$ cat config.mk
export PLATFORM = sky130hd
export DESIGN_NAME = swfm_front
export DESIGN_NICKNAME = d
export VERILOG_FILES = /design/src/swfm_pkg.sv /design/src/swfm_front.sv
export SDC_FILE = /design/constraint.sdc
export NUM_CORES = 1
export LEC_CHECK = 0
export BUFFER_PORTS_ARGS = -buffer_cell sky130_fd_sc_hd__buf_2
export CAP_MARGIN = 0
export CORE_MARGIN = 1.5
export CORE_UTILIZATION = 35
export CTS_CLUSTER_DIAMETER = 100
export DETAILED_ROUTE_END_ITERATION = 7
export HOLD_SLACK_MARGIN = 0.03
export SLEW_MARGIN = 0
export SYNTH_ARGS = -nofsm -noshare
export SYNTH_HDL_FRONTEND = slang
export SYNTH_SLANG_ARGS = --single-unit
$ cat constraint.sdc
create_clock -name clk_i -period 2.7 [get_ports clk_i]
set_input_delay 0 -clock clk_i [delete_from_list [all_inputs] [get_ports clk_i]]
set_output_delay 0 -clock clk_i [all_outputs]
set_load 0.05 [all_outputs]
$ cat src/swfm_pkg.sv
`timescale 1ns / 1ps
// Package for the Sv39 page walk and fault mapper.
// Holds sizes, command and status codes and the request, result and queue types.
package swfm_pkg;

  localparam int unsigned TABLE_SLOTS = 8;
  localparam int unsigned ENTRIES_PER_TABLE = 512;
  localparam int unsigned FREE_DEPTH = 1024;

  localparam int unsigned IDX_W = $clog2(ENTRIES_PER_TABLE);
  localparam int unsigned SLOT_W = $clog2(TABLE_SLOTS);
  localparam int unsigned NSLOT_W = $clog2(TABLE_SLOTS + 1);
  localparam int unsigned STORE_DEPTH = TABLE_SLOTS * ENTRIES_PER_TABLE;
  localparam int unsigned ADDR_W = SLOT_W + IDX_W;
  localparam int unsigned FCNT_W = $clog2(FREE_DEPTH + 1);
  localparam int unsigned FADDR_W = $clog2(FREE_DEPTH);
  localparam int unsigned PPN_W = 44;
  localparam int unsigned PTE_W = 52;
  localparam int unsigned CFG_W = 45;

  localparam logic [7:0] FLAG_V = 8'h01;
  localparam logic [7:0] LEAF_FLAGS = 8'hD7;

  typedef enum logic [1:0] {
    CMD_LOOKUP = 2'd0,
    CMD_FAULT  = 2'd1,
    CMD_FREE   = 2'd2
  } cmd_e;

  typedef enum logic [2:0] {
    ST_OK        = 3'd0,
    ST_NOT_FOUND = 3'd1,
    ST_BAD_ADDR  = 3'd2,
    ST_MAPPED    = 3'd3,
    ST_NO_PAGES  = 3'd4,
    ST_NO_SLOTS  = 3'd5,
    ST_REJECTED  = 3'd6
  } status_e;

  typedef enum logic [1:0] {
    CFG_USER_START = 2'd0,
    CFG_USER_END   = 2'd1,
    CFG_FREE_LOW   = 2'd2,
    CFG_FREE_END   = 2'd3
  } cfg_idx_e;

  typedef struct packed {
    logic [1:0]  cmd;
    logic [63:0] vaddr;
    logic [43:0] page_number;
  } in_item_t;

  typedef struct packed {
    logic [2:0]  status;
    logic [7:0]  leaf_flags;
    logic [43:0] leaf_page;
  } out_item_t;

  typedef struct packed {
    cmd_e             op;
    logic             bad;
    logic [IDX_W-1:0] vpn2;
    logic [IDX_W-1:0] vpn1;
    logic [IDX_W-1:0] vpn0;
    logic [PPN_W-1:0] page;
  } q_entry_t;

endpackage

$ cat src/swfm_front.sv
`timescale 1ns / 1ps
// Front end: configuration registers, request acceptance and classification.
// Depends on swfm_pkg.
module swfm_front import swfm_pkg::*; (
  input  logic             clk_i,
  input  logic             rst_ni,
  input  logic             cfg_we_i,
  input  logic [1:0]       cfg_idx_i,
  input  logic [CFG_W-1:0] cfg_wdata_i,
  input  logic             in_valid_i,
  output logic             in_stall_o,
  input  in_item_t         in_data_i,
  input  logic             clearing_i,
  input  logic             q_full_i,
  output logic             q_push_o,
  output q_entry_t         q_data_o
);

  logic [38:0] user_start_q;
  logic [39:0] user_end_q;
  logic [43:0] free_low_q;
  logic [44:0] free_end_q;
  logic        well_formed;
  logic        fault_ok;
  logic        free_ok;

  always_ff @(posedge clk_i or negedge rst_ni) begin
    if (!rst_ni) begin
      user_start_q <= '0;
      user_end_q   <= '0;
      free_low_q   <= '0;
      free_end_q   <= '0;
    end else if (cfg_we_i) begin
      unique case (cfg_idx_i)
        CFG_USER_START: user_start_q <= cfg_wdata_i[38:0];
        CFG_USER_END:   user_end_q   <= cfg_wdata_i[39:0];
        CFG_FREE_LOW:   free_low_q   <= cfg_wdata_i[43:0];
        CFG_FREE_END:   free_end_q   <= cfg_wdata_i;
        default: ;
      endcase
    end
  end

  assign well_formed = (in_data_i.vaddr[63:38] == '0) || (in_data_i.vaddr[63:38] == '1);
  assign fault_ok = well_formed && (in_data_i.vaddr >= {25'd0, user_start_q})
                    && (in_data_i.vaddr < {24'd0, user_end_q});
  assign free_ok = (in_data_i.page_number >= free_low_q)
                   && ({1'b0, in_data_i.page_number} < free_end_q);

  assign in_stall_o = q_full_i || clearing_i;
  assign q_push_o = in_valid_i && !in_stall_o && (in_data_i.cmd != 2'd3);

  always_comb begin
    q_data_o.op   = cmd_e'(in_data_i.cmd);
    q_data_o.vpn2 = in_data_i.vaddr[38:30];
    q_data_o.vpn1 = in_data_i.vaddr[29:21];
    q_data_o.vpn0 = in_data_i.vaddr[20:12];
    q_data_o.page = in_data_i.page_number;
    case (in_data_i.cmd)
      CMD_LOOKUP: q_data_o.bad = !well_formed;
      CMD_FAULT:  q_data_o.bad = !fault_ok;
      default:    q_data_o.bad = !free_ok;
    endcase
  end

endmodule

==> results.json <==
{
  "outcome": "finished, violations left",
  "violations": "DRC",
  "postSynthCellCount": 1072,
  "initial_cell_density_of_the_core_pct": 35.8,
  "firstDrtPassIters": 7,
  "synth_top_area_share_pct": 38.2,
  "first_global_vias": 8287,
  "cp.required_ns": 2.70,
  "setup_viol_count_final": 0,
  "tightestPinTransition_ns": 0.700,
  "deepest_level_of_the_cts_h_tree": 4,
  "tritoncts_clock_tree": "yes",
  "max_cap_viol_count": 0,
  "slew_headroom_pct": 53.3,
  "dieWidth_um": 180,
  "grt_antenna_before_repair": 1,
  "numPortBuffers": 238,
  "ys_seq_area_share_pct": 38.2,
  "syn_avg_cell_area_um2": 10.3,
  "routed_via_density": 4.79,
  "cp_data_arrival_time_ns": 2.63,
  "synthToLayoutAreaGrowth_pct": 21.5,
  "routed_wire_length_per_instance_um": 15.9,
  "nNetsFinal": 1624,
  "timing.reg2reg.setup_slack_ns": 1.88,
  "post_synth_main_area_contributors": "sky130_fd_sc_hd__dfrtp_1, sky130_fd_sc_hd__ha_1, sky130_fd_sc_hd__mux2_2",
  "yosys_warnings": 0,
  "reg2regPathDepth": 1,
  "io_pins": 239,
  "utilization_pct": 43.4,
  "cpMaxStageDelayCell": "sky130_fd_sc_hd__dfrtp_1",
  "drc": 24,
  "synth.cells.most_frequent": "sky130_fd_sc_hd__dfrtp_1, sky130_fd_sc_hd__inv_1, sky130_fd_sc_hd__ha_1, sky130_fd_sc_hd__mux2_2, sky130_fd_sc_hd__buf_4",
  "max_freq_ghz": 0.380,
  "clk_transition_reported_paths_ns": 0.07,
  "core.rowCount": 64,
  "synth_cell_types": 45,
  "total_grt_overflow": 0,
  "drtAntennaViolNets": 0,
  "grt_usage_pct": 17.3,
  "stdcell_count": 1706,
  "startpoint_of_the_most_critical_register_to_register_path": "free_end_q[44]$_DFFE_PN0P_",
  "critPathMaxStageDelay_ns": 0.35,
  "cp_max_fo": 2,
  "core_box_area_um2": 30700,
  "synth_edf_count": 0,
  "finalWeightedCongestion": 0.809,
  "final_max_slew_viol_count": 0,
  "synth-xor-area-share_pct": 0,
  "grt_max_degree": 68,
  "start_kind": "flip-flop",
  "numClockSinks": 168,
  "final_layout_size_suffix_gt1_share_pct": 33.8,
  "post-dp-hpwl_um": 21200,
  "layout_worst_path_cycle_share_pct": 97.5,
  "clock_latency_ns": 0.42,
  "cts_inserted_buffers": 17,
  "synth_top_family_by_area": "adder cells",
  "clockBufferDepth": 2,
  "share_of_cell_area_taken_by_muxes_after_synthesis_pct": 13.3,
  "clock-skew-final_ns": 0,
  "timing.final.hold_violations": 0,
  "synth_adder_area_share_pct": 18.8,
  "asyncSetResetFlopFracSynth_pct": 100,
  "synth-seq-cells": 168,
  "synth_compound_area_share_pct": 10.5,
  "die-height_um": 180,
  "totalWireLength_um": 27200,
  "rsz0062_at_grt": "true",
  "grt_first_pass_wirelength_um": 43700,
  "dpl.cell_count": 1626,
  "cp-end-kind": "primary output",
  "dr.first_iter.drc_count": 291,
  "route.vias.total": 8177,
  "power_per_cell_area_nw_per_um2": 602,
  "synth_simple_gate_area_share_pct": 7.75,
  "die-area_um2": 32500,
  "cts_root_buffer": "sky130_fd_sc_hd__clkbuf_16",
  "finalCriticalPeriod_ns": 2.63,
  "synth_top_cell_by_area": "sky130_fd_sc_hd__dfrtp_1",
  "rr_endpoint": "free_end_q[44]$_DFFE_PN0P_",
  "holdCritPathClass": "in -> async",
  "power.leakage_nw": 6.88,
  "peakVddDrop_mv": 0.376,
  "syn_nets": 1400,
  "mappedNetlistArea_um2": 11000,
  "worstSetupPathType": "reg -> out",
  "postSynth.topFlopCell": "sky130_fd_sc_hd__dfrtp_1",
  "crit_chain": "inv_1 > ha_1 > a21o_1 > a21o_1 > a2111oi_4 > o211ai_1 > a211oi_2 > o211ai_1 > o31a_1 > buf_6"
}
[metrics by stage]
stage	TNS, ns	power [mW]	instance area [um^2]	setup WS, ns	hold slack (ns)
floorplan	0	4.93	11000	0.588	-0.296
global placement	0	5.55	12200	0.206	-0.0600
detailed placement	0	5.62	12200	0.201	-0.0594
CTS	0	8.14	13300	0.000914	0.0470
global route	-0.0829	8.64	13400	-0.0829	0.0711
finish	0	8.04	13400	0.0668	0.0422
[flip-flops by register name (all words and copies together) (netlist names)]
| name | cells |
|---|---|
| free_end_q | 45 |
| free_low_q | 44 |
| user_end_q | 40 |
| user_start_q | 39 |
[kinds of logic after synthesis]
family,count (synthesis)
buf+inv,261
flops,168
mux,130
compound gates,186
fa+ha+maj,165
simple gates,162
[what timing repair did]
action,4_1_cts,5_1_grt
gates resized for setup,13,14
pin swaps,9,12
hold buffers,46,0
endpoints found under the setup margin,1,1
setup buffers,0,1
hold endpoints to repair,336,0
[per-layer routing]
metal	global-route usage, %	vias to the layer above	share of wire (%)
met1	22.6	3877	46
met3	2.77	17	4.5
met5	0	-	0
met4	3.93	0	0.93
met2	29.9	168	48
li1	-	4115	-
[power by group]
group | switching [mW] | internal, mW
Sequential | 0.200 | 2.98
Combinational | 1.35 | 1.13
Clock | 1.16 | 1.22
Total | 2.72 | 5.33
[placed cells by master (no fill, tap or decap), drive strengths merged, types with 2 or more instances in the layout]
cell type / n
a221oi: 3
o21ai: 60
and4: 2
ha: 165
nand2: 62
nor2: 19
nor4: 11
a2111oi: 3
nor2b: 4
clkbuf: 17
a221o: 2
clkinvlp: 3
clkinv: 3
nand4: 33
a21oi: 50
a211oi: 2
o211ai: 4
dfrtp: 168
nand2b: 4
nand3b: 4
buf: 252
dlygate4sd3: 46
a31oi: 2
inv: 177
a21o: 45
mux2: 130
o31a: 2
o21a: 5
nor4b: 2
nand3: 12
nor3: 6
[worst max-delay path: cells and delay by family (launching register included)]
kind                       cells  cell delay (ns)
adders and majority gates      1             0.28
DFF                            1             0.35
AOI/OAI and AO/OA              7             1.36
buffers and inverters          2             0.20
[worst max-delay path by stage]
stage	endpoint	cells after the start	startpoint	slack [ns]
final	q_data_o[71]	10	user_end_q[37]$_DFFE_PN0P_	0.07
after global routing	q_data_o[71]	10	user_end_q[39]$_DFFE_PN0P_	-0.08
after CTS	q_data_o[71]	10	free_end_q[14]$_DFFE_PN0P_	0.0009
after detailed placement	q_data_o[71]	10	user_end_q[37]$_DFFE_PN0P_	0.20
after global placement	q_data_o[71]	10	free_low_q[21]$_DFFE_PN0P_	0.21
after floorplan	q_data_o[71]	9	free_end_q[11]$_DFFE_PN0P_	0.59
[area by class of cell]
type	instances	area, um^2
Antenna cell	1	2.50
Clock buffer	17	425
Clock inverter	15	135
Fill cell	2995	17400
Inverter	168	631
Multi-Input combinational cell	643	5680
Sequential cell	168	4200
Tap cell	396	495
Timing Repair Buffer	298	1780
Note: power is estimated with default switching activity, not from simulation.
