<file path="src/swfm_pkg.sv">
`timescale 1ns / 1ps
// Package for the Sv39 page walk and fault mapper.
// Holds sizes, command and status codes and the request, result and queue types.
package swfm_pkg;

  localparam int unsigned TABLE_SLOTS = 8;
  localparam int unsigned ENTRIES_PER_TABLE = 512;
  localparam int unsigned FREE_DEPTH = 1024;

  localparam int unsigned IDX_W = $clog2(ENTRIES_PER_TABLE);
  localparam int unsigned SLOT_W = $clog2(TABLE_SLOTS);
  localparam int unsigned NSLOT_W = $clog2(TABLE_SLOTS + 1);
  localparam int unsigned STORE_DEPTH = TABLE_SLOTS * ENTRIES_PER_TABLE;
  localparam int unsigned ADDR_W = SLOT_W + IDX_W;
  localparam int unsigned FCNT_W = $clog2(FREE_DEPTH + 1);
  localparam int unsigned FADDR_W = $clog2(FREE_DEPTH);
  localparam int unsigned PPN_W = 44;
  localparam int unsigned PTE_W = 52;
  localparam int unsigned CFG_W = 45;

  localparam logic [7:0] FLAG_V = 8'h01;
  localparam logic [7:0] LEAF_FLAGS = 8'hD7;

  typedef enum logic [1:0] {
    CMD_LOOKUP = 2'd0,
    CMD_FAULT  = 2'd1,
    CMD_FREE   = 2'd2
  } cmd_e;

  typedef enum logic [2:0] {
    ST_OK        = 3'd0,
    ST_NOT_FOUND = 3'd1,
    ST_BAD_ADDR  = 3'd2,
    ST_MAPPED    = 3'd3,
    ST_NO_PAGES  = 3'd4,
    ST_NO_SLOTS  = 3'd5,
    ST_REJECTED  = 3'd6
  } status_e;

  typedef enum logic [1:0] {
    CFG_USER_START = 2'd0,
    CFG_USER_END   = 2'd1,
    CFG_FREE_LOW   = 2'd2,
    CFG_FREE_END   = 2'd3
  } cfg_idx_e;

  typedef struct packed {
    logic [1:0]  cmd;
    logic [63:0] vaddr;
    logic [43:0] page_number;
  } in_item_t;

  typedef struct packed {
    logic [2:0]  status;
    logic [7:0]  leaf_flags;
    logic [43:0] leaf_page;
  } out_item_t;

  typedef struct packed {
    cmd_e             op;
    logic             bad;
    logic [IDX_W-1:0] vpn2;
    logic [IDX_W-1:0] vpn1;
    logic [IDX_W-1:0] vpn0;
    logic [PPN_W-1:0] page;
  } q_entry_t;

endpackage

</file>
<file path="src/swfm_queue.sv">
`timescale 1ns / 1ps
// Two-entry request queue between the front end and the walker.
// Depends on swfm_pkg.
module swfm_queue import swfm_pkg::*; (
  input  logic     clk_i,
  input  logic     rst_ni,
  input  logic     push_i,
  input  q_entry_t push_data_i,
  output logic     full_o,
  output logic     valid_o,
  input  logic     pop_i,
  output q_entry_t pop_data_o
);

  q_entry_t   mem_q [2];
  logic       wr_q, wr_d;
  logic       rd_q, rd_d;
  logic [1:0] cnt_q, cnt_d;

  assign full_o = (cnt_q == 2'd2);
  assign valid_o = (cnt_q != 2'd0);
  assign pop_data_o = mem_q[rd_q];

  always_comb begin
    wr_d  = wr_q ^ push_i;
    rd_d  = rd_q ^ pop_i;
    cnt_d = cnt_q + {1'b0, push_i} - {1'b0, pop_i};
  end

  always_ff @(posedge clk_i or negedge rst_ni) begin
    if (!rst_ni) begin
      wr_q  <= 1'b0;
      rd_q  <= 1'b0;
      cnt_q <= 2'd0;
    end else begin
      wr_q  <= wr_d;
      rd_q  <= rd_d;
      cnt_q <= cnt_d;
    end
  end

  always_ff @(posedge clk_i) begin
    if (push_i) begin
      mem_q[wr_q] <= push_data_i;
    end
  end

endmodule

</file>
<file path="config.mk">
export PLATFORM = sky130hd
export DESIGN_NAME = swfm_queue
export DESIGN_NICKNAME = d
export VERILOG_FILES = /design/src/swfm_pkg.sv /design/src/swfm_queue.sv
export SDC_FILE = /design/constraint.sdc
export NUM_CORES = 1
export LEC_CHECK = 0
export ABC_AREA = 1
export BUFFER_PORTS_ARGS = -buffer_cell sky130_fd_sc_hd__buf_2
export CORE_ASPECT_RATIO = 1.1
export CORE_MARGIN = 2
export CORE_UTILIZATION = 47
export DETAILED_ROUTE_END_ITERATION = 16
export GPL_TIMING_DRIVEN = 0
export MAX_ROUTING_LAYER = met4
export PLACE_DENSITY = 0.73
export REMOVE_ABC_BUFFERS = 1
export SETUP_SLACK_MARGIN = 0.2
export SLEW_MARGIN = 0
export SYNTH_ARGS = -nofsm -noshare
export SYNTH_HDL_FRONTEND = slang
export SYNTH_SLANG_ARGS = --single-unit
</file>
<file path="constraint.sdc">
create_clock -name clk_i -period 2.9 [get_ports clk_i]
set_input_delay 0.145 -clock clk_i [delete_from_list [all_inputs] [get_ports clk_i]]
set_output_delay 0.145 -clock clk_i [all_outputs]
set_load 0.01 [all_outputs]
</file>
==> results.md, run 1 <==
- Max Root-Sink Buffers: 2
- Seq. cell area: between 4000 and 5000 sq um
- Classification of the worst-slack hold path: input pin to asynchronous set/reset pin
- Vias post-DR: between 3000 and 4000
- Crit path largest cell delay: 0.81 ns
- Num Clock Sinks: 152
- Cells along the critical path: buf_16 > nand2_1 > o21ai_0 > buf_2
- Max transition margin: 61.0%
- Via density per instance: 4.56
- Net switching fraction of the power: 30.7%
- # diodes: 0
- R2r setup slk: 1.31 ns
- Y dimension of the die: 119 um
- Nature of the critical path endpoint: output port
- Flip-flop and latch count after synthesis: ~150
- Clock skew after layout: 0.00504 ns
- Initial Utilization: approximately 48%
- Detailed-route DRC error count: 0
- Setup TNS: 0 ns
- Number of global-route vias before repair: ~3800
- Static leakage: 0.00343 uW
- Unrepaired setup endpoints after global routing: false
- Combined area of all synthesized cells: 5690 sq um
- Post-route minimum period: 2.12 ns
- Area fraction in compound gates after synthesis: 6.51%
- Clock slew seen by the registers of the worst setup and hold paths: about 0.060 ns
- Number of instances in the synthesized netlist: 410
- Yosys top cell area share: 78.1%
- Post-synthesis sequential area ratio: between 70% and 80%
- Initial DRT Pass Iterations: 6
- Post-Synth Adder-Cell Area: 0.880%
- Crit-path leading delay family: flip-flops
- Count of unique library cells instantiated by Yosys: 12
- Sequential Power Share: 43.1%
- Net switching power of the design: 2230 uW
- Fill cell instance count of the final layout: around 830
- Hold_ws: 0.0774 ns
- Critical Path AT: 1.97 ns
- Total grt overflow: 0
- Worst-margin pin slew: 0.585 ns
- Largest family of logic cells by synthesized area: buffers and inverters
- Ports placed on the boundary: 154
- Peak VDD IR: 572 uV
- Number of buffers added for setup after CTS: 0
- Result of the run: finished, final reports clean
- Top library cells by usage in the layout, fill and taps aside: sky130_fd_sc_hd__buf_2, sky130_fd_sc_hd__edfxtp_1, sky130_fd_sc_hd__inv_1
- Top cell type by total area after synthesis: sky130_fd_sc_hd__edfxtp_1
- Final number of max-transition violations: 0
- Maximum number of pins on one net before global-route repair: 87
- Fraction of power consumed by combinational cells: a little over a quarter
- Layout net count: 727
- CTS H-tree depth: 4
- Proportion of layout cells with a drive suffix above 1: between 20% and 30%
- Die width: 109 um
- First element of the critical path: rd_q$_DFF_PN0_
- Xor and xnor area share after synthesis: 0.154%
- Share of cell area taken by muxes after synthesis: 0%
- Count of input and output buffers: 153
- Setup CP Type: flip-flop to output port
- Cell depth of the worst flop-to-flop path: 3
- Clock tree from TritonCTS: done
- Final setup violation count: 0
- Power density over the cells: 909 nW/um^2
- Post-synthesis simple-gate area fraction: 5.43%
- TritonCTS Buffers: 17
- Clock Power Share: 29.8%
- Average wire per cell in the routed design: 13.4 um
- Worst reg2reg path startpoint: wr_q$_DFF_PN0_
- Crit path depth: 4
- GRT Util Overall: 18.1%
- Post-Synthesis Mean Instance Area: 13.9 sq um
- Core Util, Final: between 60% and 70%
- First-pass GRT wire length: between 15000 and 20000 um
- Maximum net fanout on the critical path: 86
- Die area: around 13000 sq um
- Maximum achievable frequency: 472 MHz
- Fin crit share: 73.1%
- Wirelength, routed: about 11000 um
- Detail Placement HPWL: 6340 um
- CTS Root Cell: sky130_fd_sc_hd__clkbuf_16
- Initial antenna violation count: 0
- Highest-delay cell along the critical path: sky130_fd_sc_hd__dfrtp_4
- Critical path startpoint category: flip-flop
- First-iteration detailed-routing DRC count: about 180
- Area of the multi-input gates: 763 sq um
- Top cells by area in the synthesized netlist: sky130_fd_sc_hd__edfxtp_1, sky130_fd_sc_hd__o21ai_0, sky130_fd_sc_hd__inv_1
- Layout overhead on the synthesized area: 40.7%
- Count of synthesis-stage warnings from yosys: 0
- Antenna Violating Nets Remaining: 0
- Most frequent standard cell in the layout excluding fill and tap cells: sky130_fd_sc_hd__buf_2
- Clock Latency Late Sink: 0.40 ns
- Number of buffers and inverters on the critical path: 2
- Core outline area: 11900 sq um
- Site row count: 42
- Cell internal pwr: 5040 uW
- Max Cap Violations: 0
- Final hold violation count: 0
- Req. time, crit path: between 2 and 3 ns
- GP Congestion: 0.700
## sequential cells by signal, indices dropped and copies added (netlist names)
| signal | cells |
|---|---|
| cnt_q | 2 |
| wr_q | 1 |
| rd_q | 1 |
| mem_q | 148 |
## final timing paths
path                                          end
max reg2reg                mem_q[0][18]$_DFFE_PP_
min reg2reg                    cnt_q[1]$_DFF_PN0_
min                            cnt_q[0]$_DFF_PN0_
min in group clk_i             cnt_q[0]$_DFF_PN0_
max in group asynchronous          rd_q$_DFF_PN0_
max                                 pop_data_o[3]
## per-layer routing
layer	part of all wire, %	global-route usage (%)	vias to the layer above
met5	0	-	-
met2	53	30.4	119
met4	1.6	6.65	0
met3	5.6	6.02	15
li1	-	-	1851
met1	40	19.8	1717
## synth_stat cells
master                     count
sky130_fd_sc_hd__nand3_1       1
sky130_fd_sc_hd__ha_1          4
sky130_fd_sc_hd__xor2_1        1
sky130_fd_sc_hd__dfrtp_1       4
sky130_fd_sc_hd__buf_4        10
sky130_fd_sc_hd__clkbuf_1      3
sky130_fd_sc_hd__inv_1        81
sky130_fd_sc_hd__nand2_1      80
sky130_fd_sc_hd__o21ai_0      74
sky130_fd_sc_hd__edfxtp_1    148
sky130_fd_sc_hd__buf_2         3
sky130_fd_sc_hd__nor2_1        1
## stage by stage
step	setup slack [ns]	instance area [sq um]	power (uW)	std cells
global placement	-1.16	6550	4990	701
global route	0.641	8000	7730	812
floorplan	0.0197	5590	4180	394
finish	0.781	8000	7270	812
CTS	0.740	8000	7350	812
detailed placement	1.19	6660	5090	704
## power groups by stage
stage	sequential (uW)	clock, uW	combinational, uW
CTS	3140	2220	1990
global route	3180	2310	2230
global placement	3330	0	1660
floorplan	3230	0	951
finish	3130	2170	1970
detailed placement	3180	0	1910
## area by class of cell
cell class	instances	area share [%]
Inverter	81	3.80
Multi-Input combinational cell	161	9.54
Clock buffer	19	5.41
Timing Repair Buffer	232	20.1
Tap cell	154	2.41
Clock inverter	13	1.92
Sequential cell	152	56.8
## logic make-up after synthesis
family | after synthesis
DFF | 152
buffers and inverters | 97
and+or+nand+nor | 82
AOI/OAI and AO/OA | 74
adders and majority gates | 4
xor gates and xnor gates | 1
## timing repair
item | CTS | global route
resized for setup | 0 | 0
hold buffers | 76 | 0
hold endpoints to repair | 153 | 0
(Power assumes the default switching activity.)
==> run 2: changes to the inputs <==
==> constraint.sdc (replaced) <==
create_clock -name clk_i -period 2 [get_ports clk_i]
set_input_delay 0.1 -clock clk_i [delete_from_list [all_inputs] [get_ports clk_i]]
set_output_delay 0.1 -clock clk_i [all_outputs]
set_load 0.01 [all_outputs]
==> results.md, run 2 (synthesis results as in run 1) <==
- First-iteration detailed-routing DRC count: 165
- Number of global-route vias before repair: 3878
- Placed Area: approximately 6700 sq um
- Result of the run: finished, final reports clean
- Classification of the worst-slack hold path: input pin to asynchronous set/reset pin
- Nature of the critical path endpoint: output port
- Final setup violation count: 0
- Final number of max-transition violations: 0
- Clock Latency Late Sink: roughly 0.40 ns
- Setup CP Type: flip-flop to output port
- Num Clock Sinks: 152
- Total grt overflow: 0
- Largest register by flop count: mem_q
- Setup TNS: 0 ns
- Fin crit share: between 80 and 90%
- Initial DRT Pass Iterations: 4
- Unrepaired setup endpoints after global routing: false
- Via density per instance: 4.56
- TritonCTS Buffers: 17
- Wirelength, routed: 11200 um
- Detail Placement HPWL: between 6000 and 7000 um
- Critical path startpoint category: flip-flop
- Ports placed on the boundary: around 150
- Y dimension of the die: approximately 120 um
- Vias post-DR: 3723
- Static leakage: between 0.003 and 0.004 uW
- Worst-margin pin slew: 0.477 ns
- # diodes: 0
- Layout net count: roughly 730
- Cell depth of the worst flop-to-flop path: 3
- Peak VDD IR: 758 uV
- Average wire per cell in the routed design: 13.7 um
- R2r setup slk: 0.41 ns
- Detailed-route DRC error count: 0
- Clock tree from TritonCTS: done
- Layout overhead on the synthesized area: 41.9%
- Pwr Total: 10800 uW
- Worst Slack Setup Final: ~0.28 ns
- Initial Utilization: 47.7%
- Clock skew after layout: approximately 0.0053 ns
- Endpoint of the worst-slack reg-to-reg timing path: mem_q[0][18]$_DFFE_PP_
- Hold_ws: approximately 0.034 ns
- Req. time, crit path: 1.90 ns
- Initial antenna violation count: 0
- CTS H-tree depth: 4
- Critical Path AT: 1.62 ns
- Max Cap Violations: 0
- Final hold violation count: 0
- Proportion of layout cells with a drive suffix above 1: between 20% and 30%
- Most frequent standard cell in the layout excluding fill and tap cells: sky130_fd_sc_hd__buf_2
- Maximum achievable frequency: just under 600 MHz
- Max transition margin: between 60 and 70%
- Top library cells by usage in the layout, fill and taps aside: sky130_fd_sc_hd__buf_2, sky130_fd_sc_hd__edfxtp_1, sky130_fd_sc_hd__inv_1
- Flip-flop count of the largest register after layout: 148
- Post-route minimum period: 1.72 ns
- Cell area after layout: 8070 sq um
- Site row count: 42
- GRT Util Overall: a little under a fifth
- Largest registers ranked by flip-flop count: mem_q (148), cnt_q (2)
- Clock slew seen by the registers of the worst setup and hold paths: 0.06 ns
- Die width: 109 um
- GP Congestion: between 0.6 and 0.7
- Antenna Violating Nets Remaining: 0
- Die area: 13000 sq um
- Core outline area: 11900 sq um
- Maximum net fanout on the critical path: 86
- Maximum number of pins on one net before global-route repair: 87
- Max Root-Sink Buffers: 2
- First-pass GRT wire length: 17900 um
- Power density over the cells: 1330 nW/um^2
- Count of input and output buffers: 153
- CTS Root Cell: sky130_fd_sc_hd__clkbuf_16
- Worst reg2reg path startpoint: wr_q$_DFF_PN0_
- Setup WS pre-CTS: 0.339 ns
-- run 2: layer usage --
metal / up-vias / global-route usage [%] / routed length (um) / part of all wire [%]
met1: 1734 / 21.0 / 4560 / 41
li1: 1860 / - / - / -
met4: 0 / 6.49 / 151 / 1.4
met3: 13 / 5.97 / 551 / 4.9
met2: 116 / 31.4 / 5900 / 53
met5: - / - / 0 / 0
-- run 2: worst max-delay path by stage --
stage                         startpoint              to
final                     rd_q$_DFF_PN0_  pop_data_o[12]
after global routing      rd_q$_DFF_PN0_  pop_data_o[66]
after CTS                 rd_q$_DFF_PN0_  pop_data_o[12]
after detailed placement  rd_q$_DFF_PN0_   pop_data_o[3]
after global placement    rd_q$_DFF_PN0_  pop_data_o[12]
after floorplan           rd_q$_DFF_PN0_   pop_data_o[0]
-- run 2: timing repair --
item | CTS | global route
buffers inserted | 4 | 0
hold buffers | 76 | 0
hold endpoints to repair | 153 | 0
setup endpoints to repair | 43 | 1
resized for setup | 1 | 1
-- run 2: worst max-delay path: stages (launching register included) --
cell and delay, ns:
sky130_fd_sc_hd__dfrtp_4 0.52, sky130_fd_sc_hd__buf_16 0.22, sky130_fd_sc_hd__o21ai_0 0.27, sky130_fd_sc_hd__buf_2 0.18
-- run 2: metrics by stage --
step                      instances  utilization [%]
after floorplan                 394                -
after global placement          701             54.9
after detailed placement        704             55.8
after CTS                       816             67.7
after global routing            816             67.7
final                           816             67.7
-- run 2: power by group --
group | switching, uW | total [uW] | internal [uW]
clock network | 1190 | 3140 | 1950
registers | 166 | 4400 | 4230
logic | 1950 | 3210 | 1250
-- run 2: final cells by class --
| class | count | area [sq um] |
|---|---|---|
| sequential | 152 | 4550 |
| fill | 828 | 3860 |
| timing repair buffer | 236 | 1680 |
| multi-input combinational | 161 | 763 |
| clock buffer | 19 | 433 |
| inverter | 81 | 304 |
| tap | 154 | 193 |
| clock inverter | 13 | 154 |
==> run 3: changes to the inputs <==
--- a/config.mk
+++ b/config.mk
@@ -15,7 +15,7 @@
 export MAX_ROUTING_LAYER = met4
 export PLACE_DENSITY = 0.73
 export REMOVE_ABC_BUFFERS = 1
-export SETUP_SLACK_MARGIN = 0.2
+export SETUP_SLACK_MARGIN = 0.5
 export SLEW_MARGIN = 0
 export SYNTH_ARGS = -nofsm -noshare
 export SYNTH_HDL_FRONTEND = slang
==> results.md, run 3 (synthesis results as in run 1) <==
- Ports placed on the boundary: 154
- Maximum net fanout on the critical path: 8
- Worst-margin pin slew: 0.307 ns
- Die width: between 100 and 150 um
- # diodes: 0
- Sequential Power Share: a little under two fifths
- Met2 layer usage reported by global route: 34.4%
- Cells along the critical path: buf_12 > buf_16 > o21ai_2 > buf_2
- Via density per instance: ~4.7
- Crit path largest cell delay: 0.54 ns
- TritonCTS Buffers: 17
- Net switching power of the design: ~3800 uW
- Total grt overflow: 0
- Post-Place Cells: slightly above 700
- Detail Placement HPWL: approximately 6300 um
- Setup WS pre-CTS: around 0.34 ns
- Clock Latency Late Sink: 0.41 ns
- Fraction of power consumed by combinational cells: 35.0%
- Final number of max-transition violations: 0
- Layout net count: 740
- Met1 global-route usage: 23.3%
- Clock slew seen by the registers of the worst setup and hold paths: 0.06 ns
- CTS Root Cell: sky130_fd_sc_hd__clkbuf_16
- Pwr Total: 11700 uW
- GP Congestion: roughly 0.7
- Initial DRT Pass Iterations: 5
- Number of buffers and inverters on the critical path: 3
- Num Clock Sinks: 152
- Vias post-DR: between 3000 and 4000
- Initial Utilization: 47.7%
- Fin crit share: 84.0%
- Setup CP Type: flip-flop to output port
- Unrepaired setup endpoints after global routing: true
- Max Cap Violations: 0
- Critical Path AT: 1.58 ns
- Clock skew after layout: 0.00669 ns
- Nature of the critical path endpoint: output port
- Maximum achievable frequency: 595 MHz
- Most Used Layer, Global Route: met2
- Static leakage: 0.00361 uW
- Antenna Violating Nets Remaining: 0
- Largest register by flop count: mem_q
- Post-route minimum period: between 1.5 and 2 ns
- Count of input and output buffers: about 150
- Highest-delay cell along the critical path: sky130_fd_sc_hd__dfrtp_4
- Flip-flop count of the largest register after layout: ~150
- Result of the run: finished, final reports clean
- First-iteration detailed-routing DRC count: 175
- Die area: roughly 13000 sq um
- Req. time, crit path: roughly 1.9 ns
- GRT Util Overall: roughly a fifth
- Max Root-Sink Buffers: 2
- Peak VDD IR: between 700 and 800 uV
- Most frequent standard cell in the layout excluding fill and tap cells: sky130_fd_sc_hd__buf_2
- Core outline area: approximately 12000 sq um
- Met3 demand-to-capacity share in global routing: 6.08%
- Critical path startpoint category: flip-flop
- Max transition margin: 79.6%
- Top library cells by usage in the layout, fill and taps aside: sky130_fd_sc_hd__buf_2, sky130_fd_sc_hd__edfxtp_1, sky130_fd_sc_hd__inv_1
- Classification of the worst-slack hold path: input pin to asynchronous set/reset pin
- Crit-path leading delay family: flip-flops
- Clock Power Share: 27.1%
- Site row count: 42
- Cell internal pwr: 7900 uW
- Maximum number of pins on one net before global-route repair: 87
- Final hold violation count: 0
- Clock tree from TritonCTS: done
- Fill cell instance count of the final layout: 785
- Largest registers ranked by flip-flop count: mem_q (148), cnt_q (2)
- Non-filler instance count after layout: 825
- Net switching fraction of the power: 32.3%
- Power density over the cells: approximately 1400 nW/um^2
- Average wire per cell in the routed design: around 15 um
- Initial antenna violation count: 0
- Final setup violation count: 0
- First-pass GRT wire length: 19000 um
- Worst Slack Setup Final: 0.320 ns
- Layout overhead on the synthesized area: 47.9%
- Proportion of layout cells with a drive suffix above 1: 36.2%
- Number of global-route vias before repair: 4010
- CTS H-tree depth: 4
- Hold_ws: 0.0270 ns
- Detailed-route DRC error count: 0
- Y dimension of the die: 119 um
- Wirelength, routed: 12700 um
[run 3: cell count changes in the layout (fill, tap and decap cells not counted), sizes merged]
| cell | previous run | this run |
|---|---|---|
| buf | 160 | 168 |
| clkbuf | 19 | 20 |
[run 3: worst register-to-register path: stages (launching register included)]
cell and delay [ns]:
sky130_fd_sc_hd__dfrtp_1 0.39, sky130_fd_sc_hd__ha_4 0.35, sky130_fd_sc_hd__buf_16 0.28
[run 3: timing repair]
item | CTS | global route
pin swaps | 7 | 12
hold endpoints to repair | 153 | 0
setup endpoints to repair | 162 | 118
gates cloned | 4 | 1
setup buffers | 7 | 1
resized for setup | 57 | 47
hold buffers | 76 | 0
[run 3: layout make-up]
| type | instances | area, sq um | area share (%) |
|---|---|---|---|
| Clock buffer | 19 | 433 | 5.14 |
| Clock inverter | 13 | 154 | 1.83 |
| Inverter | 81 | 304 | 3.61 |
| Multi-Input combinational cell | 161 | 918 | 10.9 |
| Sequential cell | 152 | 4550 | 54.1 |
| Tap cell | 154 | 193 | 2.29 |
| Timing Repair Buffer | 245 | 1860 | 22.2 |
[run 3: metal layers]
| layer | share of wire [%] | up-vias |
|---|---|---|
| li1 | - | 1886 |
| met3 | 5.2 | 15 |
| met2 | 53 | 129 |
| met4 | 1.4 | 0 |
| met5 | 0 | - |
| met1 | 41 | 1872 |
[run 3: through the flow]
stage          util [%]  setup TNS [ns]  cell area, sq um
4_1_cts            69.5               0              8290
3_3_place_gp       54.9         -361.52              6550
3_5_place_dp       55.8               0              6660
6_report           70.5               0              8410
5_1_grt            70.5               0              8410
2_1_floorplan         -         -149.67              5590
[run 3: power groups by stage]
stage / Clock (uW) / Combinational, uW / Sequential [uW]
6_report: 3170 / 4080 / 4420
5_1_grt: 3360 / 4470 / 4480
4_1_cts: 3210 / 3830 / 4400
3_5_place_dp: 0 / 2770 / 4620
3_3_place_gp: 0 / 1970 / 4720
2_1_floorplan: 0 / 1370 / 4690
[run 3: path summary, 6_finish.rpt]
kind | from | endpoint | slack, ns | cells past startpoint
min reg2reg | cnt_q[1]$_DFF_PN0_ | cnt_q[1]$_DFF_PN0_ | 0.59 | 3
max reg2reg | wr_q$_DFF_PN0_ | mem_q[1][56]$_DFFE_PP_ | 0.64 | 2
min in group clk_i | push_i | cnt_q[0]$_DFF_PN0_ | 0.05 | 2
min | rst_ni | rd_q$_DFF_PN0_ | 0.03 | 2
max in group asynchronous | rst_ni | rd_q$_DFF_PN0_ | 1.84 | 2
max | rd_q$_DFF_PN0_ | pop_data_o[69] | 0.32 | 4
